<file path="src/design/rwhp_pkg.sv">
// shared types and constants for the riff/wave header parser
package rwhp_pkg;

   localparam logic [31:0] TAG_RIFF = 32'h4646_4952;
   localparam logic [31:0] TAG_WAVE = 32'h4556_4157;
   localparam logic [31:0] TAG_DATA = 32'h6174_6164;
   localparam logic [31:0] TAG_FMT  = 32'h2074_6D66;

   localparam logic [4:0]  FMT_BYTES = 5'd16;
   localparam logic [4:0]  CHUNK_HDR_BYTES = 5'd8;

   localparam logic [3:0] ST_OK           = 4'd0;
   localparam logic [3:0] ST_NO_HEADER    = 4'd1;
   localparam logic [3:0] ST_SHORT_PAGE   = 4'd2;
   localparam logic [3:0] ST_DATA_NO_FMT  = 4'd3;
   localparam logic [3:0] ST_ALAW         = 4'd4;
   localparam logic [3:0] ST_ULAW         = 4'd5;
   localparam logic [3:0] ST_UNKNOWN_ENC  = 4'd6;
   localparam logic [3:0] ST_BAD_CHANNELS = 4'd7;
   localparam logic [3:0] ST_BAD_BITS     = 4'd8;

   localparam logic [15:0] ENC_PCM  = 16'd1;
   localparam logic [15:0] ENC_ALAW = 16'd6;
   localparam logic [15:0] ENC_ULAW = 16'd7;

   typedef enum logic [1:0] {
      PH_HEADER,
      PH_CHUNK,
      PH_FMT,
      PH_SKIP
   } phase_type;

   typedef struct packed {
      logic       page_start;
      logic [7:0] data_byte;
   } req_type;

   typedef struct packed {
      logic [3:0]  status;
      logic [15:0] data_start;
      logic [31:0] data_length;
      logic [26:0] frame_bytes;
      logic [14:0] channel_count;
      logic [31:0] sample_rate;
      logic [14:0] sample_bits;
   } rsp_type;

endpackage

</file>
<file path="src/design/rwhp_parser.sv">
// chunk walker: parse state, per-byte decode and result formation
module rwhp_parser (
   input  logic              clock,
   input  logic              reset,
   input  logic              step,
   input  rwhp_pkg::req_type item,
   input  logic [15:0]       page_length,
   output logic              res_valid,
   output rwhp_pkg::rsp_type res
);

   logic [31:0]         pos_ff, pos_in;
   rwhp_pkg::phase_type phase_ff, phase_in;
   logic [31:0]         asm_ff, asm_in;
   logic [31:0]         tag_ff, tag_in;
   logic [31:0]         size_ff, size_in;
   logic [31:0]         skip_ff, skip_in;
   logic [4:0]          pc_ff, pc_in;
   logic [14:0]         chan_ff, chan_in;
   logic [31:0]         rate_ff, rate_in;
   logic [14:0]         bits_ff, bits_in;
   logic                fmt_seen_ff, fmt_seen_in;
   logic                finished_ff, finished_in;

   // effective state: page_start restarts from a clean parse
   logic [31:0]         eff_pos, eff_asm, eff_tag, eff_size, eff_skip, eff_rate;
   rwhp_pkg::phase_type eff_phase;
   logic [4:0]          eff_pc;
   logic [14:0]         eff_chan, eff_bits;
   logic                eff_fmt_seen;

   logic        active;
   logic [31:0] asm_new;
   logic [15:0] half;
   logic [4:0]  pc_new;
   logic [31:0] cs_new;
   logic [32:0] pn;
   logic [33:0] fmt_end;
   logic        goto_req;
   logic [31:0] goto_off;
   logic [33:0] hdr_end;
   logic        goto_fail;
   logic        err_req;
   logic [3:0]  err_code;
   logic        ok_req;
   logic        fmt_enter;
   logic [15:0] bytes_up;
   logic [12:0] bytes_per_sample;
   logic [27:0] frame_prod;

   always_comb begin
      if (item.page_start) begin
         eff_pos      = '0;
         eff_phase    = rwhp_pkg::PH_HEADER;
         eff_asm      = '0;
         eff_tag      = '0;
         eff_size     = '0;
         eff_skip     = '0;
         eff_pc       = '0;
         eff_chan     = '0;
         eff_rate     = '0;
         eff_bits     = '0;
         eff_fmt_seen = 1'b0;
      end else begin
         eff_pos      = pos_ff;
         eff_phase    = phase_ff;
         eff_asm      = asm_ff;
         eff_tag      = tag_ff;
         eff_size     = size_ff;
         eff_skip     = skip_ff;
         eff_pc       = pc_ff;
         eff_chan     = chan_ff;
         eff_rate     = rate_ff;
         eff_bits     = bits_ff;
         eff_fmt_seen = fmt_seen_ff;
      end
   end

   assign active  = step && (item.page_start || !finished_ff);
   assign asm_new = {item.data_byte, eff_asm[31:8]};
   assign half    = asm_new[31:16];
   assign pc_new  = eff_pc + 5'd1;
   assign cs_new  = asm_new + {31'd0, asm_new[0]};
   assign pn      = {1'b0, eff_pos} + 33'd1;
   assign fmt_end = {1'b0, pn} + {2'b00, cs_new};

   // decode of the current byte into events
   always_comb begin
      goto_req  = 1'b0;
      goto_off  = '0;
      err_req   = 1'b0;
      err_code  = rwhp_pkg::ST_OK;
      ok_req    = 1'b0;
      fmt_enter = 1'b0;
      case (eff_phase)
         rwhp_pkg::PH_HEADER: begin
            if (eff_pos == 32'd11) begin
               if (eff_tag != rwhp_pkg::TAG_RIFF || asm_new != rwhp_pkg::TAG_WAVE) begin
                  err_req  = 1'b1;
                  err_code = rwhp_pkg::ST_NO_HEADER;
               end else begin
                  goto_req = 1'b1;
               end
            end
         end
         rwhp_pkg::PH_CHUNK: begin
            if (pc_new == rwhp_pkg::CHUNK_HDR_BYTES) begin
               if (eff_tag == rwhp_pkg::TAG_DATA) begin
                  if (!eff_fmt_seen) begin
                     err_req  = 1'b1;
                     err_code = rwhp_pkg::ST_DATA_NO_FMT;
                  end else begin
                     ok_req = 1'b1;
                  end
               end else if (eff_tag == rwhp_pkg::TAG_FMT) begin
                  if (fmt_end >= {18'd0, page_length}) begin
                     err_req  = 1'b1;
                     err_code = rwhp_pkg::ST_SHORT_PAGE;
                  end else begin
                     fmt_enter = 1'b1;
                  end
               end else begin
                  goto_req = 1'b1;
                  goto_off = cs_new;
               end
            end
         end
         rwhp_pkg::PH_FMT: begin
            if (pc_new == 5'd2) begin
               err_req = (half != rwhp_pkg::ENC_PCM);
               if (half == rwhp_pkg::ENC_ALAW) begin
                  err_code = rwhp_pkg::ST_ALAW;
               end else if (half == rwhp_pkg::ENC_ULAW) begin
                  err_code = rwhp_pkg::ST_ULAW;
               end else begin
                  err_code = rwhp_pkg::ST_UNKNOWN_ENC;
               end
            end else if (pc_new == 5'd4) begin
               err_req  = (half == 16'd0) || half[15];
               err_code = rwhp_pkg::ST_BAD_CHANNELS;
            end else if (pc_new == rwhp_pkg::FMT_BYTES) begin
               if (half == 16'd0 || half[15]) begin
                  err_req  = 1'b1;
                  err_code = rwhp_pkg::ST_BAD_BITS;
               end else begin
                  goto_req = 1'b1;
                  // short fmt chunks skip nothing
                  goto_off = (eff_size > 32'd16) ? (eff_size - 32'd16) : 32'd0;
               end
            end
         end
         rwhp_pkg::PH_SKIP: begin
            goto_req = 1'b0;
         end
         default: begin
            goto_req = 1'b0;
         end
      endcase
   end

   assign hdr_end   = {1'b0, pn} + {2'b00, goto_off} + 34'd8;
   assign goto_fail = goto_req && (hdr_end >= {18'd0, page_length});

   // next state
   always_comb begin
      pos_in      = pos_ff;
      phase_in    = phase_ff;
      asm_in      = asm_ff;
      tag_in      = tag_ff;
      size_in     = size_ff;
      skip_in     = skip_ff;
      pc_in       = pc_ff;
      chan_in     = chan_ff;
      rate_in     = rate_ff;
      bits_in     = bits_ff;
      fmt_seen_in = fmt_seen_ff;
      finished_in = finished_ff;
      if (active) begin
         pos_in      = eff_pos + 32'd1;
         phase_in    = eff_phase;
         asm_in      = asm_new;
         tag_in      = eff_tag;
         size_in     = eff_size;
         skip_in     = eff_skip;
         pc_in       = eff_pc;
         chan_in     = eff_chan;
         rate_in     = eff_rate;
         bits_in     = eff_bits;
         fmt_seen_in = eff_fmt_seen;
         finished_in = err_req || goto_fail || ok_req;
         case (eff_phase)
            rwhp_pkg::PH_HEADER: begin
               if (eff_pos == 32'd3) begin
                  tag_in = asm_new;
               end
            end
            rwhp_pkg::PH_CHUNK: begin
               pc_in = pc_new;
               if (pc_new == 5'd4) begin
                  tag_in = asm_new;
               end
               if (pc_new == rwhp_pkg::CHUNK_HDR_BYTES) begin
                  size_in = cs_new;
               end
               if (fmt_enter) begin
                  phase_in = rwhp_pkg::PH_FMT;
                  pc_in    = '0;
               end
            end
            rwhp_pkg::PH_FMT: begin
               pc_in = pc_new;
               if (pc_new == 5'd4) begin
                  chan_in = half[14:0];
               end else if (pc_new == 5'd8) begin
                  rate_in = asm_new;
               end else if (pc_new == rwhp_pkg::FMT_BYTES) begin
                  bits_in     = half[14:0];
                  fmt_seen_in = 1'b1;
               end
            end
            rwhp_pkg::PH_SKIP: begin
               skip_in = eff_skip - 32'd1;
               if (eff_skip == 32'd1) begin
                  phase_in = rwhp_pkg::PH_CHUNK;
                  pc_in    = '0;
               end
            end
            default: begin
               phase_in = rwhp_pkg::PH_HEADER;
            end
         endcase
         if (goto_req) begin
            skip_in  = goto_off;
            pc_in    = '0;
            phase_in = (goto_off != 32'd0) ? rwhp_pkg::PH_SKIP : rwhp_pkg::PH_CHUNK;
         end
      end
   end

   // result
   assign bytes_up         = {1'b0, eff_bits} + 16'd7;
   assign bytes_per_sample = bytes_up[15:3];
   assign frame_prod       = {15'd0, bytes_per_sample} * {13'd0, eff_chan};

   always_comb begin
      res_valid = active && (err_req || goto_fail || ok_req);
      res       = '0;
      if (ok_req) begin
         res.status        = rwhp_pkg::ST_OK;
         res.data_start    = pn[15:0];
         res.data_length   = cs_new;
         res.frame_bytes   = frame_prod[26:0];
         res.channel_count = eff_chan;
         res.sample_rate   = eff_rate;
         res.sample_bits   = eff_bits;
      end else if (goto_fail) begin
         res.status = rwhp_pkg::ST_SHORT_PAGE;
      end else begin
         res.status = err_code;
      end
   end

   always_ff @(posedge clock) begin
      if (reset) begin
         pos_ff      <= '0;
         phase_ff    <= rwhp_pkg::PH_HEADER;
         asm_ff      <= '0;
         tag_ff      <= '0;
         size_ff     <= '0;
         skip_ff     <= '0;
         pc_ff       <= '0;
         chan_ff     <= '0;
         rate_ff     <= '0;
         bits_ff     <= '0;
         fmt_seen_ff <= 1'b0;
         finished_ff <= 1'b1;
      end else begin
         pos_ff      <= pos_in;
         phase_ff    <= phase_in;
         asm_ff      <= asm_in;
         tag_ff      <= tag_in;
         size_ff     <= size_in;
         skip_ff     <= skip_in;
         pc_ff       <= pc_in;
         chan_ff     <= chan_in;
         rate_ff     <= rate_in;
         bits_ff     <= bits_in;
         fmt_seen_ff <= fmt_seen_in;
         finished_ff <= finished_in;
      end
   end

endmodule

</file>
<file path="src/design/riff_wave_header_parser_core.sv">
// top level: byte input register, chunk parser, result register, page length csr
//
//  channel | dir | payload                  | beat
//  req     | in  | rwhp_pkg::req_type       | one page byte, page_start marks byte 0
//  rsp     | out | rwhp_pkg::rsp_type       | one status/format result per page
//  csr     | in  | csr_page_length [15:0]   | page length write
//
// one byte per cycle unless a held result stalls; each result is registered
// the throughput is set by the combinational parser step between the two registers
// after reset the parser idles until a byte with page_start, page length reads 0
// rsp_ready low holds the result; the input register takes one more beat, then
// req_ready drops until the result is taken
module riff_wave_header_parser_core (
   input  logic              clock,
   input  logic              reset,
   input  logic              req_valid,
   output logic              req_ready,
   input  rwhp_pkg::req_type req_data,
   output logic              rsp_valid,
   input  logic              rsp_ready,
   output rwhp_pkg::rsp_type rsp_data,
   input  logic              csr_valid,
   output logic              csr_ready,
   input  logic [15:0]       csr_page_length
);

   logic              in_valid_ff, in_valid_in;
   rwhp_pkg::req_type in_item_ff;
   logic              rsp_valid_ff, rsp_valid_in;
   rwhp_pkg::rsp_type rsp_data_ff;
   logic [15:0]       page_length_ff;

   logic              advance;
   logic              res_valid;
   rwhp_pkg::rsp_type res;

   assign advance     = in_valid_ff && (!rsp_valid_ff || rsp_ready);
   assign req_ready   = !in_valid_ff || advance;
   assign in_valid_in = (req_valid && req_ready) || (in_valid_ff && !advance);
   assign csr_ready   = 1'b1;

   // a slot drained without a new result goes empty
   assign rsp_valid_in = advance ? res_valid : (rsp_valid_ff && !rsp_ready);

   rwhp_parser u_parser (
      .clock       (clock),
      .reset       (reset),
      .step        (advance),
      .item        (in_item_ff),
      .page_length (page_length_ff),
      .res_valid   (res_valid),
      .res         (res)
   );

   always_ff @(posedge clock) begin
      if (reset) begin
         in_valid_ff    <= 1'b0;
         rsp_valid_ff   <= 1'b0;
         page_length_ff <= '0;
      end else begin
         in_valid_ff  <= in_valid_in;
         rsp_valid_ff <= rsp_valid_in;
         if (csr_valid && csr_ready) begin
            page_length_ff <= csr_page_length;
         end
      end
   end

   always_ff @(posedge clock) begin
      if (req_valid && req_ready) begin
         in_item_ff <= req_data;
      end
      if (advance && res_valid) begin
         rsp_data_ff <= res;
      end
   end

   assign rsp_valid = rsp_valid_ff;
   assign rsp_data  = rsp_data_ff;

   a_hold_item: assert property (@(posedge clock) disable iff (reset)
      (in_valid_ff && !advance) |=> in_valid_ff)
      else $error("held byte lost while output stalled");

   a_err_zero: assert property (@(posedge clock) disable iff (reset)
      (rsp_valid && rsp_data.status != rwhp_pkg::ST_OK) |->
         (rsp_data.data_length == 32'd0 && rsp_data.channel_count == 15'd0 &&
          rsp_data.sample_rate == 32'd0 && rsp_data.data_start == 16'd0))
      else $error("error result carries nonzero fields");

   a_ok_format: assert property (@(posedge clock) disable iff (reset)
      (rsp_valid && rsp_data.status == rwhp_pkg::ST_OK) |->
         (rsp_data.channel_count != 15'd0 && rsp_data.sample_bits != 15'd0))
      else $error("ok result without valid format");

   a_no_overwrite: assert property (@(posedge clock) disable iff (reset)
      (rsp_valid_ff && !rsp_ready) |-> !advance)
      else $error("parser stepped while result slot blocked");

   a_status_range: assert property (@(posedge clock) disable iff (reset)
      rsp_valid |-> (rsp_data.status <= rwhp_pkg::ST_BAD_BITS))
      else $error("status code out of range");

endmodule
</file>
<file path="config.mk">
export PLATFORM = sky130hd
export DESIGN_NAME = riff_wave_header_parser_core
export DESIGN_NICKNAME = d
export VERILOG_FILES = /design/src/design/rwhp_pkg.sv /design/src/design/rwhp_parser.sv /design/src/design/riff_wave_header_parser_core.sv
export SDC_FILE = /design/constraint.sdc
export NUM_CORES = 2
export LEC_CHECK = 0
export ABC_AREA = 1
export BUFFER_PORTS_ARGS = -buffer_cell sky130_fd_sc_hd__buf_2
export CELL_PAD_IN_SITES_DETAIL_PLACEMENT = 1
export CELL_PAD_IN_SITES_GLOBAL_PLACEMENT = 1
export CORE_MARGIN = 3
export CORE_UTILIZATION = 47
export CTS_BUF_LIST = sky130_fd_sc_hd__clkbuf_8
export DETAILED_ROUTE_END_ITERATION = 8
export GPL_ROUTABILITY_DRIVEN = 0
export PLACE_DENSITY_LB_ADDON = 0.25
export SYNTH_ARGS = -nofsm -noshare
export SYNTH_HDL_FRONTEND = slang
export SYNTH_HIERARCHICAL = 1
export SYNTH_SLANG_ARGS = --single-unit
</file>
<file path="constraint.sdc">
create_clock -name clock -period 21.7 [get_ports clock]
set_input_delay 1.085 -clock clock [delete_from_list [all_inputs] [get_ports clock]]
set_output_delay 1.085 -clock clock [all_outputs]
set_load 0.02 [all_outputs]
</file>
# Word level (Yosys, flattened, before mapping)
# Index checks and enable logic that the tools add are counted.
# classes
add_sub_neg,10
mul,1
div_mod_pow,0
n_lt_le_gt_ge,3
n_eq_ne,17
shifts,0
mux,96
bitwise_logic,0
n_reduce_logical,25
# ops
op,count
2-to-1 mux 32 bit,23
one-hot mux 32 bit (2 select lines),2
2-to-1 mux 15 bit,8
adder 33 x 32 -> 34 bit,2
>= comparator 34 x 16 -> 1 bit,2
"inequality test 32 x 31 -> 1 bit, second input constant",2
2-to-1 mux 1 bit,36
2-to-1 mux 4 bit,9
"adder 34 x 4 -> 34 bit, second input constant",1
"adder 32 x 1 -> 33 bit, second input constant",1
adder 32 x 1 -> 32 bit,1
"adder 32 x 1 -> 32 bit, second input constant",1
"equality test 16 x 3 -> 1 bit, second input constant",2
"equality test 32 x 1 -> 1 bit, second input constant",1
"equality test 32 x 2 -> 1 bit, second input constant",1
"equality test 32 x 30 -> 1 bit, second input constant",1
"equality test 32 x 31 -> 1 bit, second input constant",1
"equality test 32 x 4 -> 1 bit, second input constant",1
"> comparator 32 x 5 -> 1 bit, second input constant",1
nonzero test 32 bit,1
"subtractor 32 x 1 -> 32 bit, second input constant",1
"subtractor 32 x 5 -> 32 bit, second input constant",1
multiplier 13 x 15 -> 27 bit,1
2-to-1 mux 5 bit,4
21 further kinds,48
# totals
reg_bits,399
latch_bits,0
ram_bits,0
mem_bits_ro,0
in_bits,30
word_cells,177
mem_count,0

# Logic depth before layout (Yosys ltp)
# depth
word_depth,16
mapped_depth,50

# Modules after synthesis
# The synthesis kept the hierarchy.
# modules_own_cells
module,n_inst,cells_per_inst,area_per_inst_um2,seq_area_each_um2
rwhp_parser,1,4761,28936.5,4464.3
riff_wave_header_parser_core,1,238,5168.7,4864.7

# Least setup slack after synthesis
# No wires, ideal clock.
# synth_path
path_kind,register to register
startpoint,reg in_item_ff[8] (netlist name)
endpoint,"reg rsp_data_ff (netlist bit rsp_data[0]), enable pin"
setup_ns,0.814
arrival_time_ns,15.407
required_ns,20.886
slack_ns,5.479
path_stages_with_launch,42
n_path_buf,6
period_less_slack_ns,16.221
path_cell_list,edfxtp_1 > buf_6 > inv_6 > buf_4 > buf_6 > buf_6 > clkbuf_1 > nand2_1 > inv_1 > ha_1 > nand3_1 > xor2_1 > nand3_2 > nor2_4 > and2_1 > buf_2 > inv_1 > nor3_1 > [6 not listed] > nand3_1 > nand2_1 > nand2_1 > nand2_1 > nand2_1 > xor2_1 > ha_1 > nand2_1 > or4_1 > nor4_1 > nand4_1 > nand3_1 > nand2_1 > nand3_1 > nand2_1 > inv_1 > inv_1 > nor3_1
# synth_between
elab_chain_cells,16
elab_cells_between_ends,76
classes_between,add/sub: 7; order compare: 3; eq/ne: 13; mux: 42; reduce/logical: 11
# synth_lines
element,line_no,text
from (decl),riff_wave_header_parser_core.sv:28,rwhp_pkg::req_type in_item_ff;
from (signal assigned),riff_wave_header_parser_core.sv:71,in_item_ff <= req_data;
2-to-1 mux 32 bit,rwhp_parser.sv:52,if (item.page_start) begin
subtractor 32 x 5 -> 32 bit (tied with other cells),rwhp_parser.sv:148,goto_off = (eff_size > 32'd16) ? (eff_size - 32'd16) : 32'd0;
2-to-1 mux 32 bit / logical OR 1 bit (equally long branches),"rwhp_parser.sv:148, rwhp_parser.sv:139, rwhp_parser.sv:142",
2-to-1 mux 32 bit,rwhp_parser.sv:142,if (half == 16'd0 || half[15]) begin
2-to-1 mux 32 bit,rwhp_parser.sv:141,end else if (pc_new == rwhp_pkg::FMT_BYTES) begin
2-to-1 mux 32 bit,rwhp_parser.sv:138,end else if (pc_new == 5'd4) begin
2-to-1 mux 32 bit,rwhp_parser.sv:129,if (pc_new == 5'd2) begin
one-hot mux 32 bit (2 select lines),rwhp_parser.sv:95,case (eff_phase)
adder 33 x 32 -> 34 bit,rwhp_parser.sv:161,"assign hdr_end = {1'b0, pn} + {2'b00, goto_off} + 34'd8;"
adder 34 x 4 -> 34 bit,rwhp_parser.sv:161,
>= comparator 34 x 16 -> 1 bit,rwhp_parser.sv:162,"assign goto_fail = goto_req && (hdr_end >= {18'd0, page_length});"
logical AND 1 bit,rwhp_parser.sv:162,
logical OR 1 bit (2 in a row),rwhp_parser.sv:246,res_valid = active && (err_req || goto_fail || ok_req);
logical AND 1 bit (*),rwhp_parser.sv:246,
via res_valid,riff_wave_header_parser_core.sv:34,logic res_valid;
logical AND 1 bit (*),riff_wave_header_parser_core.sv:73,if (advance && res_valid) begin
to (signal assigned),riff_wave_header_parser_core.sv:74,rsp_data_ff <= res;
to (decl),riff_wave_header_parser_core.sv:30,rwhp_pkg::rsp_type rsp_data_ff;
# Mark *: on every way through the listed nets, which the timed path passes. The rest lies on a longest branch.
# A chain may end at the register's enable or synchronous reset.

# Worst setup path in the final report
# layout_path
startpoint,reg in_item_ff[8] (netlist name)
endpoint,"reg rsp_data_ff (netlist bit rsp_data[111]), enable pin"
# Same word-level chain as after synthesis.

==> impl_metrics.ini <==
[grt]
grt_pass1_wl_microns = 206000
grt_pass1_vias = 35400
grt_use_total_pct = 35.4
antenna_found_initial = 5
grt_max_degree = 164
grt_overflow_total = 0

[cells_and_area]
layout_commonest_cell = nand2_1
area_growth_pct = 8.81
final_area_sq_um = 37100
fin_util_pct = 51.7
final_cell_mix = nand2_1 (1163), inv_1 (836), nor2_1 (661), a21oi_1 (311), o21ai_0 (289)
final_nets = 5480
finalNonFillerCells = 6104
drive_gt1_share_pct = 8.25

[power_and_ir_drop]
peakVddDrop_mv = 0.0543
finalPower_mw = 1.85
power-per-cell-area_nw_per_um2 = 49.8
p_leak_nw = 18.8

[sta]
fin_hold_ws_ns = 0.472
slew_headroom_pct = 27.1
fmax_mhz = 97.1
min_period_over_period_pct = 47.5
worst_slack_ns = 11.40
setup_viol = 0
slew_violations = 0
skew_ns = 0.0383
worstMarginPinSlew_ns = 1.09
period_needed_ns = 10.30
fin_setup_tns_ns = 0
rsz0062_at_grt = false
timing.final.hold_violations = 0

[die]
start_util_pct = 47.5
num_io_pins = 174
die_h_microns = 275
die_area_sq_um = 75800
row_count = 98
die_w_microns = 275
coreArea_sq_um = 71700

[yosys]
synth_edf_count = 150
synth_top_area_share_pct = 14.1
synth.yosys.seq_area_share_pct = 27.4
synthDistinctLibCells = 60
synth_area_sq_um = 34100
syn-num-nets = 5383
synth_largest_area_cell = dfxtp_1
yosysWarnings = 6
async_flop_share_pct = 0
syn_inst = 4999
ys_top_cells_by_area = dfxtp_1 (14%), edfxtp_1 (13%), nand2_1 (13%)
ys_seq_elements = 391
synthFlopType = dfxtp_1
syn_avg_cell_area_sq_um = 6.82

[placed_design]
pre_cts_ws_ns = 11.52
placed_cells = 5971
hpwl_microns = 106000
placed_area_sq_um = 35600
io_buffers = 172

[worst_setup_path]
crit_path_end_kind = flip-flop
worst_ep_required_time_ns = 21.97
critPathMaxFanout = 76
critPathLaunchType = flip-flop
crit_path_frequent_cell = nand2_1
cp_slowest_stage_delay_ns = 0.76
r2r_slack_ns = 11.40
crit_path_top_delay_cell = buf_4
crit_arrival_ns = 10.57
worstSetupPathType = flip-flop to flip-flop
reg2regPathDepth = 39

[clocking]
cts_setup_buffers = 0
clk_path_buf_depth = 3
cts_tree = done
path_clk_slew_ns = 0.06
cts_root_buf = clkbuf_8
htreeDepth = 3
ctsHoldBuffers = 0
clock_sinks = 391
cts_resized = 0
clk_latency_ns = 0.68
cts_buffers = 73

[drt]
wl_microns = 136000
drtPass1Iterations = 6
ant_nets = 0
route.detailed.drc = 0
vias = 35000
drtIter0Drc = 3106
routed_via_density = 5.74
wl_per_cell_microns = 22.3

[status]
status = finished, final reports clean

[run]
max_cap_violations = 0

[min_path]
hold_path_class = flip-flop to flip-flop
whs_path_depth = 2
## state kept, by name, indices dropped and copies added, names as in the netlist, 5 cells and up
register / flops
u_parser/pos_ff: 32
u_parser/bits_ff: 15
u_parser/tag_ff: 32
u_parser/rate_ff: 32
u_parser/chan_ff: 15
u_parser/size_ff: 32
u_parser/skip_ff: 32
page_length_ff: 16
u_parser/asm_ff: 24
in_item_ff: 9
rsp_data: 141
u_parser/pc_ff: 5
## layout make-up
type,count,area (sq um)
multi-input combinational,3567,20700
fill,9597,34600
tap,950,1190
inverter,852,3210
timing repair buffer,211,1170
clock inverter,52,409
antenna,2,5.00
sequential,391,9330
clock buffer,79,1090
## cell usage after synthesis, types with 4 or more instances
cell type,number
nor3_1,53
clkbuf_1,134
inv_2,23
buf_2,21
nand3b_1,17
a221oi_1,18
a21o_1,4
a31oi_1,40
o21a_1,11
o221ai_1,11
o22ai_1,14
o21bai_1,14
nand4_1,72
o21ai_1,11
edfxtp_1,150
buf_1,11
nor3_2,8
dfxtp_1,241
nor4_1,17
xor2_1,92
o211ai_1,77
nand2_2,14
clkinv_1,9
nand3_1,212
buf_4,5
or2_2,4
fa_1,144
nand2_1,1165
a21oi_1,311
a211oi_1,4
nor2_4,7
nor2_2,27
o211ai_2,6
o21ai_0,289
nor2_1,662
ha_1,210
xnor2_1,19
inv_1,819
buf_6,18
## final timing paths
kind,startpoint,end
max reg2reg,in_item_ff[8],rsp_data[111]
max,in_item_ff[8],rsp_data[111]
min,u_parser/rate_ff[2],u_parser/rate_ff[2]
min reg2reg,u_parser/rate_ff[2],u_parser/rate_ff[2]
## layer usage
layer / GRT usage, % / vias up / share of wire, %
met3: 6.18 / 393 / 7.8
met1: 45.5 / 17000 / 41
met5: 0 / - / 0.029
met2: 56.7 / 1412 / 45
li1: - / 16200 / -
met4: 18.8 / 6 / 5.7
## cells by family after synthesis
family                   synth area share (%)
flip-flops                               27.4
AO/OA/AOI/OAI                            13.7
XOR/XNOR                                 2.85
AND/OR/NAND/NOR                          27.9
buffers and inverters                    12.0
adder cells (fa/ha/maj)                  16.2
other                                  0.0220
## critical path, delay by kind of cell, from the launching register on
family        cells  cell delay, ns
simple gates     21            4.41
buf+inv          11            3.08
fa+ha+maj         5            1.40
xor+xnor          2            0.45
flops             1            0.38
## power by group
part	switching, mW	total [mW]	internal [mW]
registers	0.0221	0.803	0.781
clock network	0.353	0.764	0.411
logic	0.208	0.282	0.0737
Power figures use the tool's default switching activity.
